[config.mk]
export PLATFORM = sky130hd
export DESIGN_NAME = bcd_calendar_clock_top
export DESIGN_NICKNAME = d
export VERILOG_FILES = /design/src/design/bcdc_pkg.sv /design/src/design/bcdc_calendar.sv /design/src/design/bcdc_ticker.sv /design/src/design/bcd_calendar_clock_top.sv
export SDC_FILE = /design/constraint.sdc
export NUM_CORES = 1
export LEC_CHECK = 0
export ABC_CLOCK_PERIOD_IN_PS = 6100
export BUFFER_PORTS_ARGS = -buffer_cell sky130_fd_sc_hd__buf_2
export CORE_MARGIN = 5
export CORE_UTILIZATION = 57
export CTS_BUF_LIST = sky130_fd_sc_hd__clkbuf_4 sky130_fd_sc_hd__clkbuf_8
export DETAILED_ROUTE_END_ITERATION = 6
export GPL_TIMING_DRIVEN = 0
export HOLD_SLACK_MARGIN = 0.08
export PLACE_DENSITY_LB_ADDON = 0.15
export SYNTH_ARGS = -nofsm -noshare
export SYNTH_HDL_FRONTEND = slang
export SYNTH_SLANG_ARGS = --single-unit
[constraint.sdc]
create_clock -name clk -period 6.1 [get_ports clk]
set_input_delay 0.61 -clock clk [delete_from_list [all_inputs] [get_ports clk]]
set_output_delay 0.61 -clock clk [all_outputs]
set_load 0.03 [all_outputs]
[src/design/bcdc_pkg.sv]
package bcdc_pkg;

	localparam logic [7:0] SEC_WRAP   = 8'h60;
	localparam logic [7:0] HOUR_WRAP  = 8'h24;
	localparam logic [7:0] MONTH_LAST = 8'h12;
	localparam logic [7:0] YEAR_WRAP  = 8'hA0;
	localparam logic [7:0] LEAP_FEB   = 8'h29;
	localparam logic [7:0] LONG_MONTH = 8'h31;
	localparam logic [7:0] FIRST_DAY  = 8'h01;
	localparam logic [3:0] LOOP_TICKS = 4'd10;
	localparam logic [7:0] LCD_RESET  = 8'd3;

	localparam logic [7:0] MONTH_LEN [12] = '{
		8'h31, 8'h28, 8'h31, 8'h30, 8'h31, 8'h30,
		8'h31, 8'h31, 8'h30, 8'h31, 8'h30, 8'h31
	};

	typedef enum logic {
		REQ_TICK = 1'b0,
		REQ_LOAD = 1'b1
	} req_kind_t;

	typedef struct packed {
		logic [0:0] req_type;
		logic [6:0] load_second;
		logic [6:0] load_minute;
		logic [5:0] load_hour;
		logic [5:0] load_day;
		logic [4:0] load_month;
		logic [7:0] load_year;
	} req_word_t;

	typedef struct packed {
		logic [6:0] second_bcd;
		logic [6:0] minute_bcd;
		logic [5:0] hour_bcd;
		logic [5:0] day_bcd;
		logic [4:0] month_bcd;
		logic [7:0] year_bcd;
		logic [0:0] second_pulse;
		logic [0:0] minute_pulse;
		logic [0:0] month_pulse;
		logic [0:0] blink_level;
		logic [0:0] loop_pulse;
		logic [0:0] display_pulse;
	} res_word_t;

	typedef struct packed {
		logic [6:0] second;
		logic [6:0] minute;
		logic [5:0] hour;
		logic [5:0] day;
		logic [4:0] month;
		logic [7:0] year;
	} cal_t;

	typedef struct packed {
		logic       half_phase;
		logic       blink;
		logic [3:0] loop_count;
		logic [8:0] display_count;
	} tick_state_t;

	typedef struct packed {
		logic second;
		logic loop;
		logic display;
	} tick_pulse_t;

	// A low digit of 9 or more carries into the high digit; the result wraps in 8 bits.
	function automatic logic [7:0] bcd_inc(input logic [7:0] v);
		logic [7:0] r;
		if (v[3:0] >= 4'd9) begin
			r = {v[7:4] + 4'd1, 4'd0};
		end else begin
			r = v + 8'd1;
		end
		return r;
	endfunction

	// Days in the current month. Month digits are read as tens and units, so
	// codes such as 0x0A count as month ten; anything outside one to twelve
	// has 31 days. The leap test uses (10*tens + units) mod 4 = (2*tens + units) mod 4.
	function automatic logic [7:0] month_limit(input logic [4:0] month,
			input logic [7:0] year);
		logic [4:0] m;
		logic [3:0] idx;
		logic [1:0] leap_mod;
		logic [7:0] r;
		m        = month[4] ? (5'd10 + {1'b0, month[3:0]}) : {1'b0, month[3:0]};
		idx      = 4'(m - 5'd1);
		leap_mod = 2'({year[6:4], 1'b0} + year[3:0]);
		if (m < 5'd1 || m > 5'd12) begin
			r = LONG_MONTH;
		end else if (m == 5'd2 && leap_mod == 2'd0) begin
			r = LEAP_FEB;
		end else begin
			r = MONTH_LEN[idx];
		end
		return r;
	endfunction

endpackage

[src/design/bcdc_calendar.sv]
module bcdc_calendar (
	input  bcdc_pkg::cal_t cur,
	output bcdc_pkg::cal_t nxt,
	output logic           minute_wrap,
	output logic           month_wrap
);
	import bcdc_pkg::*;

	logic [7:0] sec_inc;
	logic [7:0] min_inc;
	logic [7:0] hour_inc;
	logic [7:0] day_inc;
	logic [7:0] mon_inc;
	logic [7:0] year_inc;

	assign sec_inc  = bcd_inc({1'b0, cur.second});
	assign min_inc  = bcd_inc({1'b0, cur.minute});
	assign hour_inc = bcd_inc({2'b00, cur.hour});
	assign day_inc  = bcd_inc({2'b00, cur.day});
	assign mon_inc  = bcd_inc({3'b000, cur.month});
	assign year_inc = bcd_inc(cur.year);

	// One second of carry chain; each unit only moves when the one below wrapped.
	always_comb begin
		nxt         = cur;
		minute_wrap = 1'b0;
		month_wrap  = 1'b0;
		nxt.second  = sec_inc[6:0];
		if (sec_inc >= SEC_WRAP) begin
			nxt.second  = '0;
			minute_wrap = 1'b1;
			nxt.minute  = min_inc[6:0];
			if (min_inc >= SEC_WRAP) begin
				nxt.minute = '0;
				nxt.hour   = hour_inc[5:0];
				if (hour_inc >= HOUR_WRAP) begin
					nxt.hour = '0;
					nxt.day  = day_inc[5:0];
					if (day_inc > month_limit(cur.month, cur.year)) begin
						nxt.day    = FIRST_DAY[5:0];
						month_wrap = 1'b1;
						nxt.month  = mon_inc[4:0];
						if (mon_inc > MONTH_LAST) begin
							nxt.month = FIRST_DAY[4:0];
							nxt.year  = (year_inc >= YEAR_WRAP) ? 8'h00 : year_inc;
						end
					end
				end
			end
		end
	end

endmodule

[src/design/bcdc_ticker.sv]
module bcdc_ticker (
	input  bcdc_pkg::tick_state_t cur,
	input  logic [7:0]            lcd_cycle,
	output bcdc_pkg::tick_state_t nxt,
	output bcdc_pkg::tick_pulse_t pulse
);
	import bcdc_pkg::*;

	logic [3:0] loop_inc;
	logic [8:0] disp_inc;

	assign loop_inc = cur.loop_count + 4'd1;
	assign disp_inc = cur.display_count + 9'd1;

	always_comb begin
		nxt.half_phase = ~cur.half_phase;
		nxt.blink      = cur.blink ^ cur.half_phase;
		pulse.second   = cur.half_phase;

		pulse.loop     = (loop_inc >= LOOP_TICKS);
		nxt.loop_count = pulse.loop ? 4'd0 : loop_inc;

		// The period is counted in half-second ticks; a period of zero fires every tick.
		pulse.display     = (disp_inc >= {lcd_cycle, 1'b0});
		nxt.display_count = pulse.display ? 9'd0 : disp_inc;
	end

endmodule

[src/design/bcd_calendar_clock_top.sv]
// Channel  Signals                          Width            Direction
// req      req_valid req_ready req_word     1 / 1 / 40       in / out / in
// res      res_valid res_ready res_word     1 / 1 / 45       out / in / out
// cfg      cfg_we cfg_wdata                 1 / 8            in / in
//
// One word is accepted per cycle unless the result stalls; a request word is registered
// in req_s1 and its result in res_s2. The carry chain is combinational from the input
// register to the result register, which also updates the clock and tick state.
// arst_n clears the clock to 00:00:00 day 01 month 01 year 00, the counters and the
// display period (3 seconds). A stalled result holds the input register and, once
// that is full, drops req_ready.
module bcd_calendar_clock_top (
	input  logic                clk,
	input  logic                arst_n,
	input  logic                req_valid,
	output logic                req_ready,
	input  bcdc_pkg::req_word_t req_word,
	output logic                res_valid,
	input  logic                res_ready,
	output bcdc_pkg::res_word_t res_word,
	input  logic                cfg_we,
	input  logic [7:0]          cfg_wdata
);
	import bcdc_pkg::*;

	req_word_t   req_s1;
	logic        valid_s1;
	res_word_t   res_s2;
	logic        valid_s2;
	logic [7:0]  lcd_cycle_q;
	cal_t        cal_q;
	tick_state_t tick_q;

	cal_t        cal_nxt;
	logic        minute_wrap;
	logic        month_wrap;
	tick_state_t tick_nxt;
	tick_pulse_t pulse;
	logic        advance;
	logic        is_load;

	assign advance   = valid_s1 && (!valid_s2 || res_ready);
	assign req_ready = !valid_s1 || advance;
	assign is_load   = (req_kind_t'(req_s1.req_type) == REQ_LOAD);

	bcdc_calendar u_calendar (
		.cur         (cal_q),
		.nxt         (cal_nxt),
		.minute_wrap (minute_wrap),
		.month_wrap  (month_wrap)
	);

	bcdc_ticker u_ticker (
		.cur       (tick_q),
		.lcd_cycle (lcd_cycle_q),
		.nxt       (tick_nxt),
		.pulse     (pulse)
	);

	always_ff @(posedge clk or negedge arst_n) begin
		if (!arst_n) begin
			lcd_cycle_q <= LCD_RESET;
		end else if (cfg_we) begin
			lcd_cycle_q <= cfg_wdata;
		end
	end

	always_ff @(posedge clk or negedge arst_n) begin
		if (!arst_n) begin
			valid_s1 <= 1'b0;
		end else if (req_ready) begin
			valid_s1 <= req_valid;
		end
	end

	always_ff @(posedge clk) begin
		if (req_ready && req_valid) begin
			req_s1 <= req_word;
		end
	end

	always_ff @(posedge clk or negedge arst_n) begin
		if (!arst_n) begin
			valid_s2 <= 1'b0;
			cal_q    <= '{second: 7'h00, minute: 7'h00, hour: 6'h00,
			              day: FIRST_DAY[5:0], month: FIRST_DAY[4:0], year: 8'h00};
			tick_q   <= '0;
		end else begin
			if (advance) begin
				valid_s2 <= 1'b1;
			end else if (res_ready) begin
				valid_s2 <= 1'b0;
			end
			if (advance) begin
				if (is_load) begin
					cal_q <= '{second: req_s1.load_second, minute: req_s1.load_minute,
					           hour: req_s1.load_hour, day: req_s1.load_day,
					           month: req_s1.load_month, year: req_s1.load_year};
				end else begin
					tick_q <= tick_nxt;
					if (tick_q.half_phase) begin
						cal_q <= cal_nxt;
					end
				end
			end
		end
	end

	// The result word shows the state as it stands after this request.
	always_ff @(posedge clk) begin
		if (advance) begin
			if (is_load) begin
				res_s2.second_bcd    <= req_s1.load_second;
				res_s2.minute_bcd    <= req_s1.load_minute;
				res_s2.hour_bcd      <= req_s1.load_hour;
				res_s2.day_bcd       <= req_s1.load_day;
				res_s2.month_bcd     <= req_s1.load_month;
				res_s2.year_bcd      <= req_s1.load_year;
				res_s2.second_pulse  <= 1'b0;
				res_s2.minute_pulse  <= 1'b0;
				res_s2.month_pulse   <= 1'b0;
				res_s2.blink_level   <= tick_q.blink;
				res_s2.loop_pulse    <= 1'b0;
				res_s2.display_pulse <= 1'b0;
			end else begin
				if (tick_q.half_phase) begin
					res_s2.second_bcd <= cal_nxt.second;
					res_s2.minute_bcd <= cal_nxt.minute;
					res_s2.hour_bcd   <= cal_nxt.hour;
					res_s2.day_bcd    <= cal_nxt.day;
					res_s2.month_bcd  <= cal_nxt.month;
					res_s2.year_bcd   <= cal_nxt.year;
				end else begin
					res_s2.second_bcd <= cal_q.second;
					res_s2.minute_bcd <= cal_q.minute;
					res_s2.hour_bcd   <= cal_q.hour;
					res_s2.day_bcd    <= cal_q.day;
					res_s2.month_bcd  <= cal_q.month;
					res_s2.year_bcd   <= cal_q.year;
				end
				res_s2.second_pulse  <= pulse.second;
				res_s2.minute_pulse  <= pulse.second && minute_wrap;
				res_s2.month_pulse   <= pulse.second && month_wrap;
				res_s2.blink_level   <= tick_nxt.blink;
				res_s2.loop_pulse    <= pulse.loop;
				res_s2.display_pulse <= pulse.display;
			end
		end
	end

	assign res_valid = valid_s2;
	assign res_word  = res_s2;

endmodule

==> run_results.csv, run 1 <==
group,metric,value,unit
final_layout,utilization,67.4,%
global_routing,grt_overflow,0,
clock_tree,cts_buffers,17,
timing,fmax,223,MHz
setup_path,critical_path.startpoint_type,"register",
final_layout,fin_cells,1021,
die,boundaryPins,100,
yosys,ys_top_cells_by_area,"edfxtp_1 (33%), dfrtp_1 (19%), ha_1 (6.1%)",
die,start_util,58.6,%
place,portBuffers,99,
yosys,synth-edff-count,85,
yosys,synth_seq_cells,149,
setup_path,end_kind,"register",
global_routing,grt_use_total,25.2,%
timing,final.period_utilization,73.5,%
job,maxCapViolCount,0,
route,drcViolationCount,0,
clock_tree,post_cts_resized,0,
global_routing,grt_pass1_wl,32000,um
power_and_ir_drop,leakage,3.80,nW
yosys,ys_seq_area_share,53.2,%
clock_tree,clk_pin_slew,0.08,ns
final_layout,final_nets,923,
die,core,13300,um2
place,placed_cells_incl_taps,989,
clock_tree,root_buffer,"clkbuf_8",
timing,finalSetupViolCount,0,
setup_path,path_max_fanout,10,
clock_tree,cts_buffer_depth,2,
yosys,synth_cells,712,
setup_path,cp.arrival,4.67,ns
timing,setup_tns,0,ns
yosys,synth_top_area_share,32.7,%
yosys,syn_nets,803,
yosys,synth_warnings,0,
yosys,synth.cell_area,7820,um2
power_and_ir_drop,combPwrFrac,35.3,%
power_and_ir_drop,pwr-share-clk,23.1,%
clock_tree,postCtsSetupBuffers,0,
clock_tree,cts_sinks,149,
timing,maxSlewViolCount,0,
power_and_ir_drop,switchingPower,1.28,mW
timing,relSlewSlack,38.8,%
final_layout,drive_gt1_share,21.9,%
global_routing,antenna_found_initial,0,
power_and_ir_drop,p_per_area,384,nW/um2
route,num_vias,6140,
place,place_hpwl,13700,um
die,fp-row-count,42,
yosys,synth.distinct_cells,74,
yosys,synth_largest_area_cell,"edfxtp_1",
route,drt-vias-per-instance,6.01,
setup_path,crit_start,"cal_q[10]$_DFFE_PN0P_",
timing,hold_violations,0,
final_layout,insertedDiodeCount,0,
power_and_ir_drop,sequentialPowerShare,41.6,%
setup_path,rr_worst_depth,12,
hold_path,min_path_type,"in2async",
die,die_x,127,um
yosys,synth_ff_type,"edfxtp_1",
yosys,synthArstFlopShare,43.0,%
power_and_ir_drop,p_int,2.17,mW
yosys,synthTopCellsByCount,"edfxtp_1 (85), nand2_1 (81), dfrtp_1 (60)",
place,gp_congestion,0.926,
setup_path,path_class,"reg2reg",
global_routing,grt_pass1_vias,6212,
clock_tree,cts_max_level,4,
clock_tree,hold_buffers,0,
die,die_h,127,um
clock_tree,cts_tree,"built",
power_and_ir_drop,netSwitchingFraction,37.1,%
final_layout,area_growth,15.1,%
route,drtAntennaViolNets,0,
timing,min_period,4.48,ns
route,routedWlPerCell,19.3,um
timing,rsz0062_at_grt,"false",
route,drt_iter0_drc,589,
yosys,synth.most_common_cell,"edfxtp_1",
timing,tightest_slew,0.915,ns
clock_tree,clk_latency,0.46,ns
power_and_ir_drop,ir_worst_vdd,0.253,mV
global_routing,grt_max_degree,65,
setup_path,timing.rr.start,"cal_q[10]$_DFFE_PN0P_",
route,drt-pass1-iter-count,6,
die,dieArea,16200,um2
setup_path,critPathRequiredTime,6.29,ns
timing,skew,0.0115,ns
yosys,synth_area_per_cell,11.0,um2
status,status,"completed",
route,totalWireLength,19700,um
==> power by group through the flow <==
stage | clock network, mW | registers, mW | logic (mW)
floorplan | 0 | 1.50 | 0.805
global placement | 0 | 1.44 | 1.15
detailed placement | 0 | 1.45 | 1.19
CTS | 0.814 | 1.43 | 1.21
global route | 0.869 | 1.46 | 1.34
finish | 0.799 | 1.44 | 1.22
==> cells in the final DEF (no fill, tap or decap), drive strengths merged, types with 10 or more instances in the layout <==
| cell | count |
|---|---|
| a21oi | 25 |
| a22o | 12 |
| a31oi | 11 |
| buf | 108 |
| clkbuf | 45 |
| dfrtp | 60 |
| edfxtp | 85 |
| ha | 38 |
| inv | 35 |
| mux2 | 21 |
| nand2 | 81 |
| nand3 | 29 |
| nor2 | 36 |
| nor3 | 11 |
| o21ai | 61 |
| o31ai | 10 |
| xnor2 | 12 |
==> area by class of cell <==
class / instances / area [um2]
Fill cell: 1033 / 4350
Multi-Input combinational cell: 497 / 3390
Buffer: 29 / 134
Timing Repair Buffer: 101 / 546
Tap cell: 176 / 220
Clock buffer: 23 / 285
Clock inverter: 9 / 128
Inverter: 37 / 139
Sequential cell: 149 / 4160
==> cells by family after synthesis <==
group | after synthesis | share of synthesized area (%)
mux | 29 | 4.05
xor+xnor | 21 | 2.35
buf+inv | 66 | 3.47
fa+ha+maj | 38 | 6.08
compound gates | 189 | 16.5
flops | 149 | 53.2
simple gates | 220 | 14.4
==> flip-flops by register name, indices dropped and copies added, names as in the netlist <==
signal       count
cal_q           39
res_word        45
is_load          1
req_s1          39
tick_q          15
lcd_cycle_q      8
valid_s1         1
res_valid        1
==> layer usage <==
layer  track usage [%]  vias to the layer above  wire [um]
met1              34.1                     2993       8600
met5                 0                        -          0
met2              40.8                      234       9330
met3              6.01                       31       1400
li1                  -                     2882          -
met4              7.26                        0        365
==> worst max-delay path, cell delays in order (launching register included) <==
cell	delay, ns
dfrtp_1	0.50
ha_1	0.38
and3b_1	0.24
mux2i_1	0.07
or3_1	0.41
o31ai_1	0.34
ha_1	0.29
a32oi_1	0.20
o22ai_1	0.19
o21ai_1	0.52
nand3_1	0.27
buf_2	0.26
o311ai_0	0.55
==> final timing paths <==
path | to | slack, ns
min in group clk | req_s1[12]$_DFFE_PP_ | 0.32
worst max-delay path | res_word[8]$_DFFE_PP_ | 1.62
worst max register to register | res_word[8]$_DFFE_PP_ | 1.62
max in group asynchronous | cal_q[25]$_DFFE_PN0P_ | 5.23
worst min-delay path | res_valid$_DFFE_PN0P_ | 0.27
worst min register to register | res_valid$_DFFE_PN0P_ | 0.50
==> per-stage QoR <==
step	area (um2)	power [mW]	setup slack (ns)	hold slack, ns
after floorplan	7820	2.30	2.71	0.314
after global placement	8530	2.59	1.68	0.476
after detailed placement	8580	2.64	1.85	0.483
after CTS	9000	3.46	1.76	0.291
after global routing	9000	3.67	1.41	0.286
final	9000	3.45	1.62	0.270
Note: power is estimated with default switching activity, not from simulation.
==> run 2: changes to the inputs <==
- ABC_CLOCK_PERIOD_IN_PS: 6100 -> 4450
- clock period: 6.1 -> 4.45 ns (I/O delays scaled with it)
==> run_results.csv, run 2 (same netlist as run 1, synthesis figures left out) <==
group,metric,value,unit
timing,final.period_utilization,93.4,%
clock_tree,cts_tree,"built",
timing,setup_slack,0.295,ns
route,drt-pass1-iter-count,5,
timing,finalSetupViolCount,0,
timing,min_period,4.16,ns
final_layout,largest_register_ffs,45,
setup_path,critical_path.slowest_cell,"dfrtp_1",
setup_path,end_kind,"register",
route,routedWlPerCell,19.2,um
setup_path,crit_path_cell_trace,"ha_1 -> and3b_1 -> mux2i_1 -> or3_1 -> o31ai_1 -> ha_1 -> a32oi_1 -> o22ai_1 -> o21a_1 -> nor3_4 -> o22ai_1 -> a221o_1",
die,boundaryPins,100,
die,dieArea,16200,um2
place,gp_congestion,0.926,
timing,rsz0062_at_grt,"false",
die,core,13300,um2
global_routing,grt_max_degree,65,
final_layout,insertedDiodeCount,0,
clock_tree,root_buffer,"clkbuf_8",
global_routing,grt_overflow,0,
final_layout,mostFrequentLayoutCells,"buf_2 (103), edfxtp_1 (85), nand2_1 (81), dfrtp_1 (60), o21ai_0 (59)",
power_and_ir_drop,finalPower,4.74,mW
final_layout,area_growth,15.2,%
power_and_ir_drop,p_per_area,526,nW/um2
job,maxCapViolCount,0,
clock_tree,cts_buffers,17,
final_layout,drive_gt1_share,22.0,%
final_layout,nFillCells,1031,
route,drcViolationCount,0,
setup_path,cp.arrival,4.36,ns
final_layout,final_common_cell,"buf_2",
die,die_x,127,um
global_routing,grt_pass1_wl,32000,um
timing,hold_violations,0,
route,drt_iter0_drc,557,
global_routing,antenna_found_initial,0,
clock_tree,cts_max_level,4,
clock_tree,cts_sinks,149,
die,start_util,58.6,%
clock_tree,clk_latency,0.46,ns
route,drt-vias-per-instance,6.00,
setup_path,critPathRequiredTime,4.66,ns
setup_path,cpPeakStageDelay,0.50,ns
timing,tightest_slew,0.899,ns
timing,relSlewSlack,39.8,%
timing,setup_tns,0,ns
final_layout,utilization,67.4,%
timing,skew,0.00974,ns
global_routing,grt_pass1_vias,6212,
setup_path,rrSetupSlack,0.29,ns
die,fp-row-count,42,
hold_path,min_path_type,"in2async",
setup_path,critical_path.startpoint_type,"register",
route,num_vias,6125,
clock_tree,cts_buffer_depth,2,
place,place_hpwl,13700,um
place,pre_cts_ws,0.204,ns
setup_path,r2r_end,"res_word[9]$_DFFE_PP_",
clock_tree,hold_buffers,0,
status,status,"completed",
setup_path,timing.rr.start,"cal_q[10]$_DFFE_PN0P_",
final_layout,multi_input_area,3390,um2
final_layout,final_nets,923,
setup_path,path_class,"reg2reg",
die,die_h,127,um
route,drtAntennaViolNets,0,
setup_path,path_max_fanout,8,
route,totalWireLength,19600,um
setup_path,rr_worst_depth,12,
final_layout,regArea,4160,um2
clock_tree,clk_pin_slew,0.08,ns
place,portBuffers,99,
power_and_ir_drop,ir_worst_vdd,0.346,mV
timing,maxSlewViolCount,0,
power_and_ir_drop,leakage,3.80,nW
timing,fmax,241,MHz
final_layout,fin_cells,1021,
place,placed_cells_incl_taps,989,
global_routing,grt_use_total,25.2,%
[run 2: cell counts in the layout (fill, tap and decap cells not counted)]
Identical to the previous run, type by type.
[run 2: final cells by class]
cell class	instances	share of cell area [%]
Clock inverter	9	1.42
Timing Repair Buffer	101	6.06
Multi-Input combinational cell	497	37.7
Inverter	37	1.54
Sequential cell	149	46.2
Buffer	29	1.49
Clock buffer	23	3.17
Tap cell	176	2.45
[run 2: worst max path at each step]
stage                     startpoint                     to  slack [ns]  cells after the start
4_1_cts        cal_q[10]$_DFFE_PN0P_  res_word[8]$_DFFE_PP_        0.11                     12
3_3_place_gp   cal_q[10]$_DFFE_PN0P_  res_word[8]$_DFFE_PP_        0.17                     12
5_1_grt        cal_q[10]$_DFFE_PN0P_  res_word[9]$_DFFE_PP_        0.08                     12
6_report       cal_q[10]$_DFFE_PN0P_  res_word[9]$_DFFE_PP_        0.29                     12
2_1_floorplan  cal_q[10]$_DFFE_PN0P_  res_word[9]$_DFFE_PP_        1.06                     12
3_5_place_dp   cal_q[10]$_DFFE_PN0P_  res_word[8]$_DFFE_PP_        0.20                     12
[run 2: worst max-delay path, delay by kind of cell, from the launching register on]
kind,cells,cell delay (ns)
flip-flops,1,0.50
adder cells (fa/ha/maj),2,0.67
AND/OR/NAND/NOR,3,1.08
multiplexers,1,0.07
AO/OA/AOI/OAI,6,1.60
[run 2: stage by stage]
stage	instance area [um2]	hold slack [ns]
3_5_place_dp	8580	0.483
4_1_cts	9000	0.126
2_1_floorplan	7820	0.149
3_3_place_gp	8530	0.476
5_1_grt	9000	0.121
6_report	9000	0.101
[run 2: power by group]
part	leakage, nW	switching, mW	internal, mW	total (mW)
clock network	0.210	0.497	0.597	1.09
registers	1.59	0.231	1.74	1.97
logic	2.00	1.03	0.645	1.67
[run 2: routing by layer]
metal	part of all wire (%)	global-route usage (%)
met1	44	34.1
met2	48	40.8
met3	6.7	6.01
met4	1.5	7.26
met5	0	0
[run 2: what timing repair did]
item                       in CTS  in global routing
resized for setup               0                  2
setup endpoints to repair       0                  2
setup buffers                   0                  0
==> run 3: changes to the inputs <==
- SLEW_MARGIN: not set -> 25
- SYNTH_HIERARCHICAL: not set -> 1
- TNS_END_PERCENT: not set -> 1
==> run_results.csv, run 3 <==
group,metric,value,unit
route,drcViolationCount,0,
setup_path,critPathMostFrequentCell,"mux2_4",
global_routing,antenna_found_initial,0,
die,core,15100,um2
timing,final.period_utilization,97.0,%
timing,finalSetupViolCount,0,
yosys,ys_seq_area_share,47.7,%
timing,maxSlewViolCount,0,
clock_tree,cts_sinks,149,
setup_path,path_max_fanout,9,
final_layout,mostFrequentLayoutCells,"buf_2 (109), mux2_4 (108), edfxtp_1 (85), dfrtp_1 (58), nand2_1 (39)",
power_and_ir_drop,p_per_area,722,nW/um2
final_layout,drive_gt1_share,39.7,%
yosys,synthTopCellsByCount,"mux2_4 (108), edfxtp_1 (85), dfrtp_1 (60)",
route,drt_iter0_drc,366,
setup_path,path_class,"reg2reg",
power_and_ir_drop,sequentialPowerShare,32.7,%
timing,hold_violations,0,
clock_tree,cts_max_level,4,
yosys,synth_seq_cells,149,
power_and_ir_drop,leakage,4.45,nW
yosys,synth_ff_type,"edfxtp_1",
setup_path,cpPeakStageDelay,0.49,ns
clock_tree,postCtsSetupBuffers,0,
yosys,synth_cells,662,
final_layout,final_common_cell,"buf_2",
setup_path,endpoint,"cal_q[1]$_DFFE_PN0P_",
clock_tree,clk_latency,0.47,ns
timing,setup_tns,0,ns
yosys,syn_nets,753,
power_and_ir_drop,ir_worst_vdd,0.378,mV
route,drt-pass1-iter-count,5,
yosys,synth_warnings,6,
route,totalWireLength,17700,um
status,status,"completed",
yosys,ys_top_cells_by_area,"edfxtp_1 (29%), mux2_4 (19%), dfrtp_1 (17%)",
final_layout,largest_register_ffs,45,
final_layout,regArea,4160,um2
yosys,synth-edff-count,85,
die,boundaryPins,100,
power_and_ir_drop,netSwitchingFraction,38.9,%
power_and_ir_drop,combPwrFrac,51.4,%
job,maxCapViolCount,0,
yosys,synth_area_per_cell,13.2,um2
final_layout,final_nets,873,
power_and_ir_drop,pwr-share-clk,15.8,%
setup_path,r2r_end,"cal_q[1]$_DFFE_PN0P_",
timing,fmax,232,MHz
timing,skew,0.0192,ns
clock_tree,root_buffer,"clkbuf_8",
clock_tree,clk_pin_slew,0.08,ns
timing,relSlewSlack,40.4,%
timing,tightest_slew,0.885,ns
yosys,synth_top_area_share,29.3,%
global_routing,grt_pass1_wl,29000,um
setup_path,critical_path.startpoint_type,"register",
global_routing,grt_overflow,0,
timing,min_period,4.32,ns
global_routing,grt_max_degree,55,
setup_path,crit_path_cell_trace,"ha_1 -> mux2_2 -> a2111o_1 -> ha_1 -> a32o_1 -> a221oi_4 -> mux2i_4 -> nor3_4 -> mux2_2 -> mux2_4 -> mux2_4 -> mux2_4",
setup_path,rrSetupSlack,0.13,ns
global_routing,grt_pass1_vias,5912,
clock_tree,cts_tree,"built",
route,drt-vias-per-instance,5.67,
die,dieArea,17900,um2
yosys,synth.cell_area,8720,um2
hold_path,min_path_type,"in2reg",
yosys,synthArstFlopShare,43.0,%
global_routing,grt_use_total,20.2,%
setup_path,end_kind,"register",
route,routedWlPerCell,18.0,um
die,fp-row-count,45,
route,drtAntennaViolNets,0,
clock_tree,cts_buffer_depth,2,
final_layout,area_growth,14.5,%
die,start_util,57.8,%
power_and_ir_drop,p_int,4.41,mW
final_layout,multi_input_area,4310,um2
final_layout,nFillCells,1102,
setup_path,critPathRequiredTime,4.80,ns
setup_path,cp.arrival,4.67,ns
yosys,synth_largest_area_cell,"edfxtp_1",
route,num_vias,5576,
yosys,synth.most_common_cell,"mux2_4",
place,gp_congestion,0.904,
place,portBuffers,98,
final_layout,utilization,66.2,%
power_and_ir_drop,switchingPower,2.80,mW
setup_path,timing.rr.start,"cal_q[9]$_DFFE_PN0P_",
setup_path,rr_worst_depth,12,
yosys,synth.distinct_cells,67,
final_layout,insertedDiodeCount,0,
timing,rsz0062_at_grt,"false",
setup_path,crit_start,"cal_q[9]$_DFFE_PN0P_",
die,die_x,134,um
place,place_hpwl,12200,um
clock_tree,cts_buffers,17,
setup_path,critical_path.slowest_cell,"dfrtp_2",
die,die_h,134,um
[run 3: critical path: cells and delay by family (launching register included)]
| kind | cells | cell delay, ns |
|---|---|---|
| DFF | 1 | 0.49 |
| adders and majority gates | 2 | 0.63 |
| AOI/OAI and AO/OA | 3 | 1.04 |
| and+or+nand+nor | 1 | 0.39 |
| muxes | 6 | 1.62 |
[run 3: worst min path at each step]
stage / cells past startpoint / endpoint / start
after floorplan: 0 / cal_q[0]$_DFFE_PN0P_ / arst_n
after global placement: 1 / res_valid$_DFFE_PN0P_ / valid_s1$_DFFE_PN0P_
after detailed placement: 1 / cal_q[34]$_DFFE_PN0P_ / arst_n
after CTS: 1 / req_s1[19]$_DFFE_PP_ / req_word[19]
after global routing: 1 / req_s1[19]$_DFFE_PP_ / req_word[19]
final: 1 / req_s1[25]$_DFFE_PP_ / req_word[25]
[run 3: cells by family after synthesis]
family / count (synthesis) / synth area share (%)
simple gates: 149 / 9.48
fa+ha+maj: 38 / 5.45
flops: 149 / 47.7
buf+inv: 61 / 3.37
mux: 149 / 24.0
compound gates: 91 / 7.49
xor+xnor: 25 / 2.51
[run 3: metrics by stage]
step	setup slack (ns)	power, mW	hold slack, ns	instances	instance area, um2
2_1_floorplan	0.415	5.21	0.149	662	8720
4_1_cts	0.0201	7.14	0.121	983	9950
3_5_place_dp	0.0623	5.97	0.354	950	9510
5_1_grt	0.00806	7.67	0.120	983	9990
3_3_place_gp	0.160	5.81	0.480	948	9450
6_report	0.134	7.21	0.144	983	9990
[run 3: power groups by stage]
stage | sequential (mW) | clock, mW | combinational (mW)
after floorplan | 2.46 | 0 | 2.75
after global placement | 2.35 | 0 | 3.46
after detailed placement | 2.37 | 0 | 3.60
after CTS | 2.35 | 1.16 | 3.63
after global routing | 2.43 | 1.22 | 4.02
final | 2.36 | 1.14 | 3.71
[run 3: final cells by class]
type,count,area share (%)
Multi-Input combinational cell,452,43.2
Sequential cell,149,41.7
Timing Repair Buffer,101,5.51
Clock buffer,24,3.12
Tap cell,188,2.36
Buffer,24,1.58
Inverter,37,1.39
Clock inverter,8,1.22
[run 3: metal layers]
metal / vias to the layer above / track usage [%] / wire length, um
met3: 26 / 4.76 / 745
li1: 2657 / - / -
met2: 138 / 33.3 / 8490
met4: 0 / 6.40 / 289
met1: 2755 / 26.4 / 8160
met5: - / 0 / 0
[run 3: timing repair]
| item | 4_1_cts | 5_1_grt |
|---|---|---|
| endpoints found under the setup margin | 0 | 13 |
| hold buffers | 1 | 0 |
| gates resized for setup | 0 | 6 |
| endpoints found under the hold margin | 16 | 0 |
